`config.mk`:
```
export PLATFORM = sky130hd
export DESIGN_NAME = csm_merge
export DESIGN_NICKNAME = d
export VERILOG_FILES = /design/src/hdl/csm_pkg.sv /design/src/hdl/csm_merge.sv
export SDC_FILE = /design/constraint.sdc
export NUM_CORES = 1
export LEC_CHECK = 0
export ABC_AREA = 1
export BUFFER_PORTS_ARGS = -buffer_cell sky130_fd_sc_hd__buf_2
export CAP_MARGIN = 40
export CORE_ASPECT_RATIO = 1.75
export CORE_MARGIN = 2
export CORE_UTILIZATION = 25
export CTS_CLUSTER_DIAMETER = 30
export DETAILED_ROUTE_END_ITERATION = 8
export PLACE_DENSITY_LB_ADDON = 0.3
export SLEW_MARGIN = 20
export SYNTH_ARGS = -nofsm -noshare
export SYNTH_HDL_FRONTEND = slang
export SYNTH_SLANG_ARGS = --single-unit
export TNS_END_PERCENT = 10
```
`constraint.sdc`:
```
create_clock -name clk -period 3.69 [get_ports clk]
set_input_delay 0.5535 -clock clk [delete_from_list [all_inputs] [get_ports clk]]
set_output_delay 0.5535 -clock clk [all_outputs]
set_load 0.02 [all_outputs]
```
`src/hdl/csm_pkg.sv`:
```
// ----------------------------------------------------------------------------
// csm_pkg
// Shared widths, types and defaults for the sparse matrix-vector unit.
// ----------------------------------------------------------------------------
package csm_pkg;

	localparam int LANE_FIELDS = 4;
	localparam int COL_W       = 12;
	localparam int VAL_W       = 32;
	localparam int ACC_W       = 48;
	localparam int ROW_W       = 16;
	localparam int CNT_W       = 3;
	localparam int PAIR_W      = ACC_W + 1;
	localparam int GROUP_W     = ACC_W + 2;
	localparam int SUM_W       = ACC_W + 3;
	localparam int OFIFO_DEPTH = 16;

	localparam int DEF_VECTOR_DEPTH = 4096;
	localparam int DEF_LANES        = 4;

	// item kinds on req_type
	localparam logic REQ_LOAD  = 1'b0;
	localparam logic REQ_GROUP = 1'b1;

	// per-lane control carried down the lane pipeline
	typedef struct packed {
		logic wr;
		logic act;
	} lane_ctl_t;

	// per-item control carried alongside the lane products
	typedef struct packed {
		logic valid;
		logic row_end;
		logic final_row;
	} row_ctl_t;

	typedef struct packed {
		logic signed [ACC_W-1:0] sum;
		logic [ROW_W-1:0]        row;
		logic                    done;
	} result_t;

endpackage

```
`src/hdl/csm_merge.sv`:
```
// ----------------------------------------------------------------------------
// csm_merge
// Registered adder tree over the lane products, saturating row accumulator
// and row counter.
// ----------------------------------------------------------------------------
module csm_merge #(
	parameter int NL = csm_pkg::DEF_LANES
) (
	input  logic                             clk,
	input  logic                             arst_n,
	input  csm_pkg::row_ctl_t                ctl,
	input  logic signed [csm_pkg::ACC_W-1:0] prod [NL],
	output logic                             res_valid,
	output csm_pkg::result_t                 res
);

	localparam int AW = csm_pkg::ACC_W;
	localparam int SW = csm_pkg::SUM_W;

	logic signed [AW-1:0]                  pad [csm_pkg::LANE_FIELDS];
	logic signed [csm_pkg::PAIR_W-1:0]     pair_s5 [2];
	logic signed [csm_pkg::GROUP_W-1:0]    group_s6;
	csm_pkg::row_ctl_t                     ctl_s5;
	csm_pkg::row_ctl_t                     ctl_s6;

	logic signed [AW-1:0]                  acc_q;
	logic [csm_pkg::ROW_W-1:0]             row_q;
	logic signed [SW-1:0]                  sum;
	logic                                  fits;
	logic signed [AW-1:0]                  sat;

	genvar g;
	generate
		for (g = 0; g < csm_pkg::LANE_FIELDS; g++) begin : g_pad
			if (g < NL) begin : g_used
				assign pad[g] = prod[g];
			end else begin : g_zero
				assign pad[g] = '0;
			end
		end
	endgenerate

	always_ff @(posedge clk or negedge arst_n) begin
		if (!arst_n) begin
			ctl_s5 <= '0;
			ctl_s6 <= '0;
		end else begin
			ctl_s5 <= ctl;
			ctl_s6 <= ctl_s5;
		end
	end

	always_ff @(posedge clk) begin
		pair_s5[0] <= csm_pkg::PAIR_W'(pad[0]) + csm_pkg::PAIR_W'(pad[1]);
		pair_s5[1] <= csm_pkg::PAIR_W'(pad[2]) + csm_pkg::PAIR_W'(pad[3]);
		group_s6   <= csm_pkg::GROUP_W'(pair_s5[0]) + csm_pkg::GROUP_W'(pair_s5[1]);
	end

	assign sum  = SW'(acc_q) + SW'(group_s6);
	assign fits = (sum[SW-1:AW-1] == '0) || (sum[SW-1:AW-1] == '1);
	assign sat  = fits ? sum[AW-1:0] :
		(sum[SW-1] ? {1'b1, {(AW-1){1'b0}}} : {1'b0, {(AW-1){1'b1}}});

	always_ff @(posedge clk or negedge arst_n) begin
		if (!arst_n) begin
			acc_q     <= '0;
			row_q     <= '0;
			res_valid <= 1'b0;
		end else begin
			res_valid <= ctl_s6.valid && ctl_s6.row_end;
			if (ctl_s6.valid) begin
				if (ctl_s6.row_end) begin
					acc_q <= '0;
					row_q <= ctl_s6.final_row ? '0 : row_q + 1'b1;
				end else begin
					acc_q <= sat;
				end
			end
		end
	end

	always_ff @(posedge clk) begin
		if (ctl_s6.valid && ctl_s6.row_end) begin
			res.sum  <= sat;
			res.row  <= row_q;
			res.done <= ctl_s6.final_row;
		end
	end

endmodule

```
; After elaboration in Yosys (flattened, before gate mapping)
; Memories as Yosys holds them, arrays and structs flattened.
; Cells that the tools add are included.
[totals]
mem_bits_rw = 98
mem_count = 1
output_inout_bits = 66
input_bits = 197
reg_bits = 186
[mem_list]
columns = memory, depth, word_bits, rd, rd_ports_with_merged_regs, wr, line_no
row1 = pair_s5, 2, 49, 2, 0, 2, csm_merge.sv:21  ; logic signed [csm_pkg::PAIR_W-1:0] pair_s5 [2];
[op_classes]
add_sub_neg = 5
n_mux = 4
n_reduce_logical = 4
eq_ne = 1
[ops]
columns = operator, n
row1 = $mux W48, 3
row2 = $add A48 B48 Y49, 2
row3 = $add A48 B50 Y51, 1
row4 = $add A49 B49 Y50, 1
row5 = $add A16 B1 Y16 const B, 1
row6 = $mux W16, 1
row7 = $eq A4 B4 Y1 const B, 1
row8 = $logic_not A4 Y1, 1
row9 = $reduce_and A2 Y1, 1
row10 = $logic_and A1 B1 Y1, 1
row11 = $logic_or A1 B1 Y1, 1

; Logic depth before layout (Yosys ltp)
; Gate-level depths: netlist (run 1).
[depth]
word_depth = 5
mapped_depth = 22
mapped_depth_nobuf = 20

; Worst setup path after synthesis (run 1)
; No wires, ideal clock.
[synth_path]
path_type = register -> register
startpoint = reg ctl_s6[2] in the netlist's numbering
endpoint = reg row_q[15] in the netlist's numbering
t_arrival_ps = 2969
period_less_slack_ps = 3047
path_buffers = 0
stages_incl_launch_ff = 13
setup_slack_ps = 643
t_required_ps = 3613
path_cell_list = dfrtp_1 > nand2_1 > inv_1 > nand2_1 > nor2_1 > inv_1 > nor4_1 > nand2_1 > nor2_1 > nand3_1 > inv_1 > o21ai_0 > a21oi_1
[synth_between]
elab_chain_len = 1
[synth_lines]
columns = element, line_no
row1 = start: declaration, csm_merge.sv:24  ; csm_pkg::row_ctl_t ctl_s6;
row2 = start signal: assignment, csm_merge.sv:49  ; ctl_s6 <= ctl_s5;
row3 = $reduce_and A2 Y1 (no source line), --
row4 = end signal: assignment, csm_merge.sv:74  ; row_q <= ctl_s6.final_row ? '0 : row_q + 1'b1;
row5 = end: declaration, csm_merge.sv:27  ; logic [csm_pkg::ROW_W-1:0] row_q;
; No other way between the ends.
; A chain may end at the register's enable or synchronous reset.

; Final worst setup path (run 1)
[layout_path]
startpoint = reg acc_q[0]
endpoint = reg acc_q[10]
[layout_between]
elab_chain_len = 5
elab_cells_between_ends = 7
[layout_lines]
columns = element, line_no
row1 = start: declaration, csm_merge.sv:26  ; logic signed [AW-1:0] acc_q;
row2 = start signal: assignment, csm_merge.sv:76  ; acc_q <= sat;
row3 = $add A48 B50 Y51 (*), csm_merge.sv:59  ; assign sum = SW'(acc_q) + SW'(group_s6);
row4 = $eq A4 B4 Y1 or $logic_not A4 Y1 (tied branches), csm_merge.sv:60  ; assign fits = (sum[SW-1:AW-1] == '0) || (sum[SW-1:AW-1] == '1);
row5 = $logic_or A1 B1 Y1, csm_merge.sv:60
row6 = $mux W48 (*), csm_merge.sv:61  ; assign sat = fits ? sum[AW-1:0] :
row7 = net sat[10], csm_merge.sv:30  ; logic signed [AW-1:0] sat;
row8 = $mux W48 (*), csm_merge.sv:72  ; if (ctl_s6.row_end) begin
; The timed path passes the listed nets; every way through them passes the cells marked *.

==> flow_metrics.env, run 1 <==
export IMPL_pre_cts_slack_ns=0.185
export IMPL_grt_pass1_wl_mm=119
export IMPL_synthTopCellsByArea="dfxtp_1 14%, nand2_1 13%, ha_1 12%"
export IMPL_cts_tree="built"
export IMPL_p_total_mw=23.8
export IMPL_fp_dieArea_um2=86800
export IMPL_synth_cell_type_count=49
export IMPL_worstSetupEndpointType="register"
export IMPL_tightest_slew_ns=0.800
export IMPL_initial_core_util=0.251
export IMPL_overflow=0
export IMPL_p_per_area_nw_per_um2=923
export IMPL_p_leak_nw=12.7
export IMPL_place_area_um2=23900
export IMPL_die_x_um=224
export IMPL_crit_type="reg2reg"
export IMPL_vias=20338
export IMPL_cts_buffer_depth=3
export IMPL_track_usage=0.181
export IMPL_yosys_area_top_type="dfxtp_1"
export IMPL_cts_root_buf="clkbuf_16"
export IMPL_maxCapViolCount=0
export IMPL_io_buffers=262
export IMPL_setup_tns_ns=0
export IMPL_synth_edf_count=65
export IMPL_core_area_um2=84000
export IMPL_crit_required_ns=4.22
export IMPL_row_count=141
export IMPL_synth_area_um2=21100
export IMPL_drtIter0Drc=891
export IMPL_ys_flop_type="dfxtp_1"
export IMPL_syn_area_per_cell_um2=7.22
export IMPL_slowest_delay_ns=0.44
export IMPL_fin_skew_ns=0.0355
export IMPL_path_max_fanout=45
export IMPL_via_per_inst=4.66
export IMPL_gp_congestion=0.980
export IMPL_ys_seq_elements=284
export IMPL_async_flop_share=0.250
export IMPL_synth_top_area_frac=0.140
export IMPL_syn2layout_area_growth_pct=22.2
export IMPL_setup_viol=0
export IMPL_final_area_um2=25800
export IMPL_post_drt_wl_per_cell_um=18.4
export IMPL_ys_warn_count=0
export IMPL_slew_viol_final=0
export IMPL_worstSkewPairLatency_ns=0.62
export IMPL_slowest_stage="fa_1"
export IMPL_hp_class="in2reg"
export IMPL_cts_sinks=284
export IMPL_ir_drop_mv=0.990
export IMPL_status="finished clean"
export IMPL_synthesis_nets=3319
export IMPL_htreeDepth=2
export IMPL_hold_viol=0
export IMPL_post_route_period_util=0.908
export IMPL_seq_area_frac_synth=0.317
export IMPL_setup_ws_ns=0.339
export IMPL_fin_util=0.307
export IMPL_cp_common_cell="nand2_1"
export IMPL_fmax_mhz=298
export IMPL_cts_buffers=53
export IMPL_period_needed_ns=3.35
export IMPL_antenna_found_initial=0
export IMPL_antenna_left=0
export IMPL_nets=3647
export IMPL_cp_start_kind="register"
export IMPL_grt_pass1_vias=21255
export IMPL_layout_drive_gt1_share=0.152
export IMPL_ios=263
export IMPL_first_pass_iters=7
export IMPL_grt_setup_unrepaired="false"
export IMPL_hpwl_mm=68.5
export IMPL_max_slew_margin_rel=0.461
export IMPL_wl_mm=80.2
export IMPL_critPathArrivalTime_ns=3.88
export IMPL_clk_pin_slew_worst_paths_ns=0.06
export IMPL_postCtsSetupRepairBufs=0
export IMPL_grt_max_degree=49
export IMPL_synthCells=2922
export IMPL_r2r_slack_ns=0.34
export IMPL_cp_cell_sequence="ha_1, inv_1, fa_1, inv_1, nand3_1, nand3_1, nand2_1, nand2_1, nand2_1, nand2_2, nand2_1, nand3_1, nand2_1, nand2_1, nand3_1, nand2_2, buf_12, nand3_1, nand2_1, nand2_1, nand2_1"
export IMPL_drc=0
export IMPL_dieHeight_um=388
[synth_stat cells (2+ instances only)]
library cell and n:
a21o_1 31, buf_2 6, nor4_1 6, a21oi_1 249
xor2_1 117, nand4_1 25, clkinv_1 2, clkbuf_1 7
inv_1 374, o21ai_0 134, a311oi_1 2, a211oi_1 8
nand2_2 37, nand3_2 34, o21ai_1 3, buf_6 6
nand2_1 751, nor2_1 280, and3_1 9, nor3_2 3
a21boi_0 16, nor2_2 9, a31oi_1 38, nor3_1 35
o21a_1 21, and2_1 3, edfxtp_1 65, xnor2_1 60
buf_12 6, nand3_1 105, ha_1 196, nor2_4 3
inv_2 16, dfxtp_1 148, fa_1 4, o211ai_1 5
dfrtp_1 71, o21bai_1 26
[path summary, 6_finish.rpt]
path                                      startpoint                    end  cells after the start
min in group asynchronous                     arst_n  acc_q[12]$_DFFE_PN0P_                      2
worst max-delay path            acc_q[0]$_DFFE_PN0P_  acc_q[10]$_DFFE_PN0P_                     21
worst min register to register   ctl_s5[2]$_DFF_PN0_    ctl_s6[2]$_DFF_PN0_                      0
worst min-delay path                          ctl[0]    ctl_s5[0]$_DFF_PN0_                      1
worst max register to register  acc_q[0]$_DFFE_PN0P_  acc_q[10]$_DFFE_PN0P_                     21
max in group asynchronous                     arst_n  acc_q[47]$_DFFE_PN0P_                      3
[flip-flops by register name, indices dropped and copies added (netlist names)]
| name | cells |
|---|---|
| res | 65 |
| row_q | 16 |
| group_s6 | 50 |
| pair_s5 | 98 |
| ctl_s6 | 3 |
| ctl_s5 | 3 |
| acc_q | 48 |
| res_valid | 1 |
[final cells by class]
class / count / area (um2)
Fill cell: 9307 / 58200
Multi-Input combinational cell: 2221 / 12700
Sequential cell: 284 / 6690
Timing Repair Buffer: 298 / 1670
Inverter: 392 / 1470
Clock buffer: 56 / 1350
Tap cell: 1072 / 1340
Clock inverter: 44 / 551
Antenna cell: 1 / 2.50
[worst max-delay path: cells and delay by family (launching register included)]
family | cells | cell delay [ns]
fa+ha+maj | 2 | 0.66
buf+inv | 3 | 0.51
flops | 1 | 0.35
simple gates | 16 | 1.70
[logic make-up (layout without fill, tap and decap cells)]
group,count (synthesis),after routing,share of synthesized area
AOI/OAI and AO/OA,542,542,0.145
xor gates and xnor gates,177,177,0.0735
adders and majority gates,200,200,0.120
buffers and inverters,417,790,0.0813
DFF,284,284,0.317
other,0,1,0
and+or+nand+nor,1302,1302,0.263
[layout by cell type, fill, tap and decap left out, types with 53 or more instances in the layout]
cell type	synthesis	final
nand2_1	751	750
inv_1	374	373
nor2_1	280	279
buf_2	6	261
a21oi_1	249	249
ha_1	196	196
dfxtp_1	148	148
o21ai_0	134	134
xor2_1	117	117
nand3_1	105	105
dfrtp_1	71	71
edfxtp_1	65	65
xnor2_1	60	60
clkbuf_16	0	53
[power by group]
part	internal, mW	switching [mW]
Sequential	4.65	0.601
Combinational	4.31	9.12
Clock	3.23	1.89
[per-stage QoR]
step                cells  hold slack (ns)
global placement     4263            0.335
CTS                  4367           0.0475
global route         4367           0.0561
finish               4368           0.0752
floorplan            2922            0.258
detailed placement   4266            0.336
[per-layer routing]
| layer | up-vias | GRT usage | routed length [um] |
|---|---|---|---|
| met5 | - | 0 | 0 |
| met4 | 0 | 0.120 | 5730 |
| met1 | 9291 | 0.173 | 28500 |
| met2 | 537 | 0.361 | 43600 |
| met3 | 237 | 0.0176 | 2420 |
| li1 | 10273 | - | - |
[what timing repair did]
item / in CTS / in global routing
hold buffers: 1 / 0
gates resized for setup: 0 / 0
endpoints found under the hold margin: 14 / 0
Note: power is estimated with default switching activity, not from simulation.
==> inputs of run 2 (changes only) <==
- BUFFER_PORTS_ARGS: -buffer_cell sky130_fd_sc_hd__buf_2 -> unset
- CAP_MARGIN: 40 -> 20
- DONT_BUFFER_PORTS: unset -> 1
- SLEW_MARGIN: 20 -> 10
==> flow_metrics.env, run 2 (synthesis results as in run 1) <==
export IMPL_status="finished clean"
export IMPL_cp_common_cell="nand2_1"
export IMPL_whs_path_depth=1
export IMPL_tightest_slew_ns=1.05
export IMPL_vias=19455
export IMPL_wl_mm=79.8
export IMPL_crit_required_ns=4.02
export IMPL_place_area_um2=22400
export IMPL_hpwl_mm=67.3
export IMPL_dieHeight_um=388
export IMPL_clk_pin_slew_worst_paths_ns=0.05
export IMPL_row_count=141
export IMPL_worstSetupEndpointType="register"
export IMPL_slowest_delay_ns=0.44
export IMPL_grt_max_degree=72
export IMPL_layout_drive_gt1_share=0.0784
export IMPL_path_max_fanout=45
export IMPL_die_x_um=224
export IMPL_first_pass_iters=6
export IMPL_cts_buffer_depth=3
export IMPL_ctsHoldBuffers=6
export IMPL_io_buffers=0
export IMPL_pre_cts_slack_ns=0.0623
export IMPL_worstSkewPairLatency_ns=0.66
export IMPL_top_regs="pair_s5: 98 flops, res: 65 flops, group_s6: 50 flops"
export IMPL_postCtsSetupRepairBufs=0
export IMPL_overflow=0
export IMPL_layout_common_cells="750 x nand2_1, 373 x inv_1, 279 x nor2_1"
export IMPL_hp_class="in2reg"
export IMPL_post_route_period_util=0.923
export IMPL_p_per_area_nw_per_um2=966
export IMPL_fp_dieArea_um2=86800
export IMPL_core_area_um2=84000
export IMPL_largest_register="pair_s5"
export IMPL_largest_register_ffs=98
export IMPL_initial_core_util=0.251
export IMPL_cp_start_kind="register"
export IMPL_worst_r2r_cell_count=18
export IMPL_cts_sinks=284
export IMPL_cp_cell_sequence="ha_1, inv_1, fa_1, inv_1, nand3_1, nand3_1, nand2_1, nand2_1, nand2_1, nand2_2, nand2_1, nand3_1, nand2_1, nand2_1, nand2_1, o21ai_4, buf_12, nand2_1"
export IMPL_p_leak_nw=11.7
export IMPL_fmax_mhz=293
export IMPL_cts_root_buf="clkbuf_16"
export IMPL_ctsResizeCount=0
export IMPL_final_area_um2=24600
export IMPL_maxCapViolCount=0
export IMPL_fin_skew_ns=0.0626
export IMPL_period_needed_ns=3.41
export IMPL_antenna_left=0
export IMPL_gp_congestion=0.966
export IMPL_setup_viol=0
export IMPL_antenna_found_initial=5
export IMPL_nFillCells=9240
export IMPL_slowest_stage="fa_1"
export IMPL_drc=0
export IMPL_max_slew_margin_rel=0.297
export IMPL_holdWs_ns=0.0377
export IMPL_crit_type="reg2reg"
export IMPL_critPathArrivalTime_ns=3.74
export IMPL_via_per_inst=4.73
export IMPL_final_common_cell="nand2_1"
export IMPL_syn2layout_area_growth_pct=16.7
export IMPL_slew_viol_final=0
export IMPL_cts_buffers=57
export IMPL_grt_pass1_wl_mm=117
export IMPL_grt_pass1_vias=20620
export IMPL_drtIter0Drc=837
export IMPL_cts_tree="built"
export IMPL_setup_ws_ns=0.282
export IMPL_post_drt_wl_per_cell_um=19.4
export IMPL_grt_setup_unrepaired="false"
export IMPL_htreeDepth=2
export IMPL_hold_viol=0
export IMPL_finalNonFillerCells=4112
export IMPL_ir_drop_mv=0.883
export IMPL_nets=3384
export IMPL_track_usage=0.180
export IMPL_setup_tns_ns=0
export IMPL_dp_cells=3994
export IMPL_ios=263
==> run 2: changes by cell type in the layout (fill, tap and decap cells not counted), sizes merged <==
cell         change
buf            -271
clkbuf           +7
inv              -3
diode            +3
bufinv           +2
dlygate4sd3      +4
clkinv           -4
clkinvlp         +6
==> run 2: worst paths after layout <==
check                      slack (ns)                      to                 start
min                              0.04  pair_s5[0][49]$_DFF_P_               prod[0]
max reg2reg                      0.28       res[27]$_DFFE_PP_  acc_q[0]$_DFFE_PN0P_
min reg2reg                      0.35     ctl_s6[2]$_DFF_PN0_   ctl_s5[2]$_DFF_PN0_
max                              0.28       res[27]$_DFFE_PP_  acc_q[0]$_DFFE_PN0P_
min in group asynchronous        0.48    acc_q[2]$_DFFE_PN0P_                arst_n
max in group asynchronous        2.79     ctl_s6[1]$_DFF_PN0_                arst_n
==> run 2: worst max-delay path, delay by kind of cell, from the launching register on <==
family	cells	cell delay [ns]
DFF	1	0.34
and+or+nand+nor	12	1.29
adders and majority gates	2	0.65
buffers and inverters	3	0.53
AOI/OAI and AO/OA	1	0.21
==> run 2: final cells by class <==
class | instances | area (um2) | share of cell area
Tap cell | 1072 | 1340 | 0.0545
Timing Repair Buffer | 31 | 303 | 0.0123
Multi-Input combinational cell | 2221 | 12700 | 0.516
Inverter | 392 | 1470 | 0.0598
Antenna cell | 4 | 10.0 | 0.000407
Clock buffer | 63 | 1480 | 0.0601
Sequential cell | 284 | 6690 | 0.272
Clock inverter | 45 | 609 | 0.0248
==> run 2: routing by layer <==
metal	part of all wire	track usage
met3	0.039	0.0240
met4	0.068	0.116
met2	0.54	0.357
met5	0.00019	0
met1	0.35	0.168
==> run 2: where the power goes <==
group / total, mW / switching, mW / internal (mW)
registers: 5.75 / 1.08 / 4.67
logic: 12.5 / 8.51 / 3.99
clock network: 5.53 / 1.94 / 3.59
==> run 2: per-stage QoR <==
stage / power [mW] / util
5_1_grt: 25.5 / 0.293
3_3_place_gp: 18.3 / 0.267
6_report: 23.8 / 0.293
2_1_floorplan: 14.9 / -
3_5_place_dp: 18.4 / 0.267
4_1_cts: 24.0 / 0.293
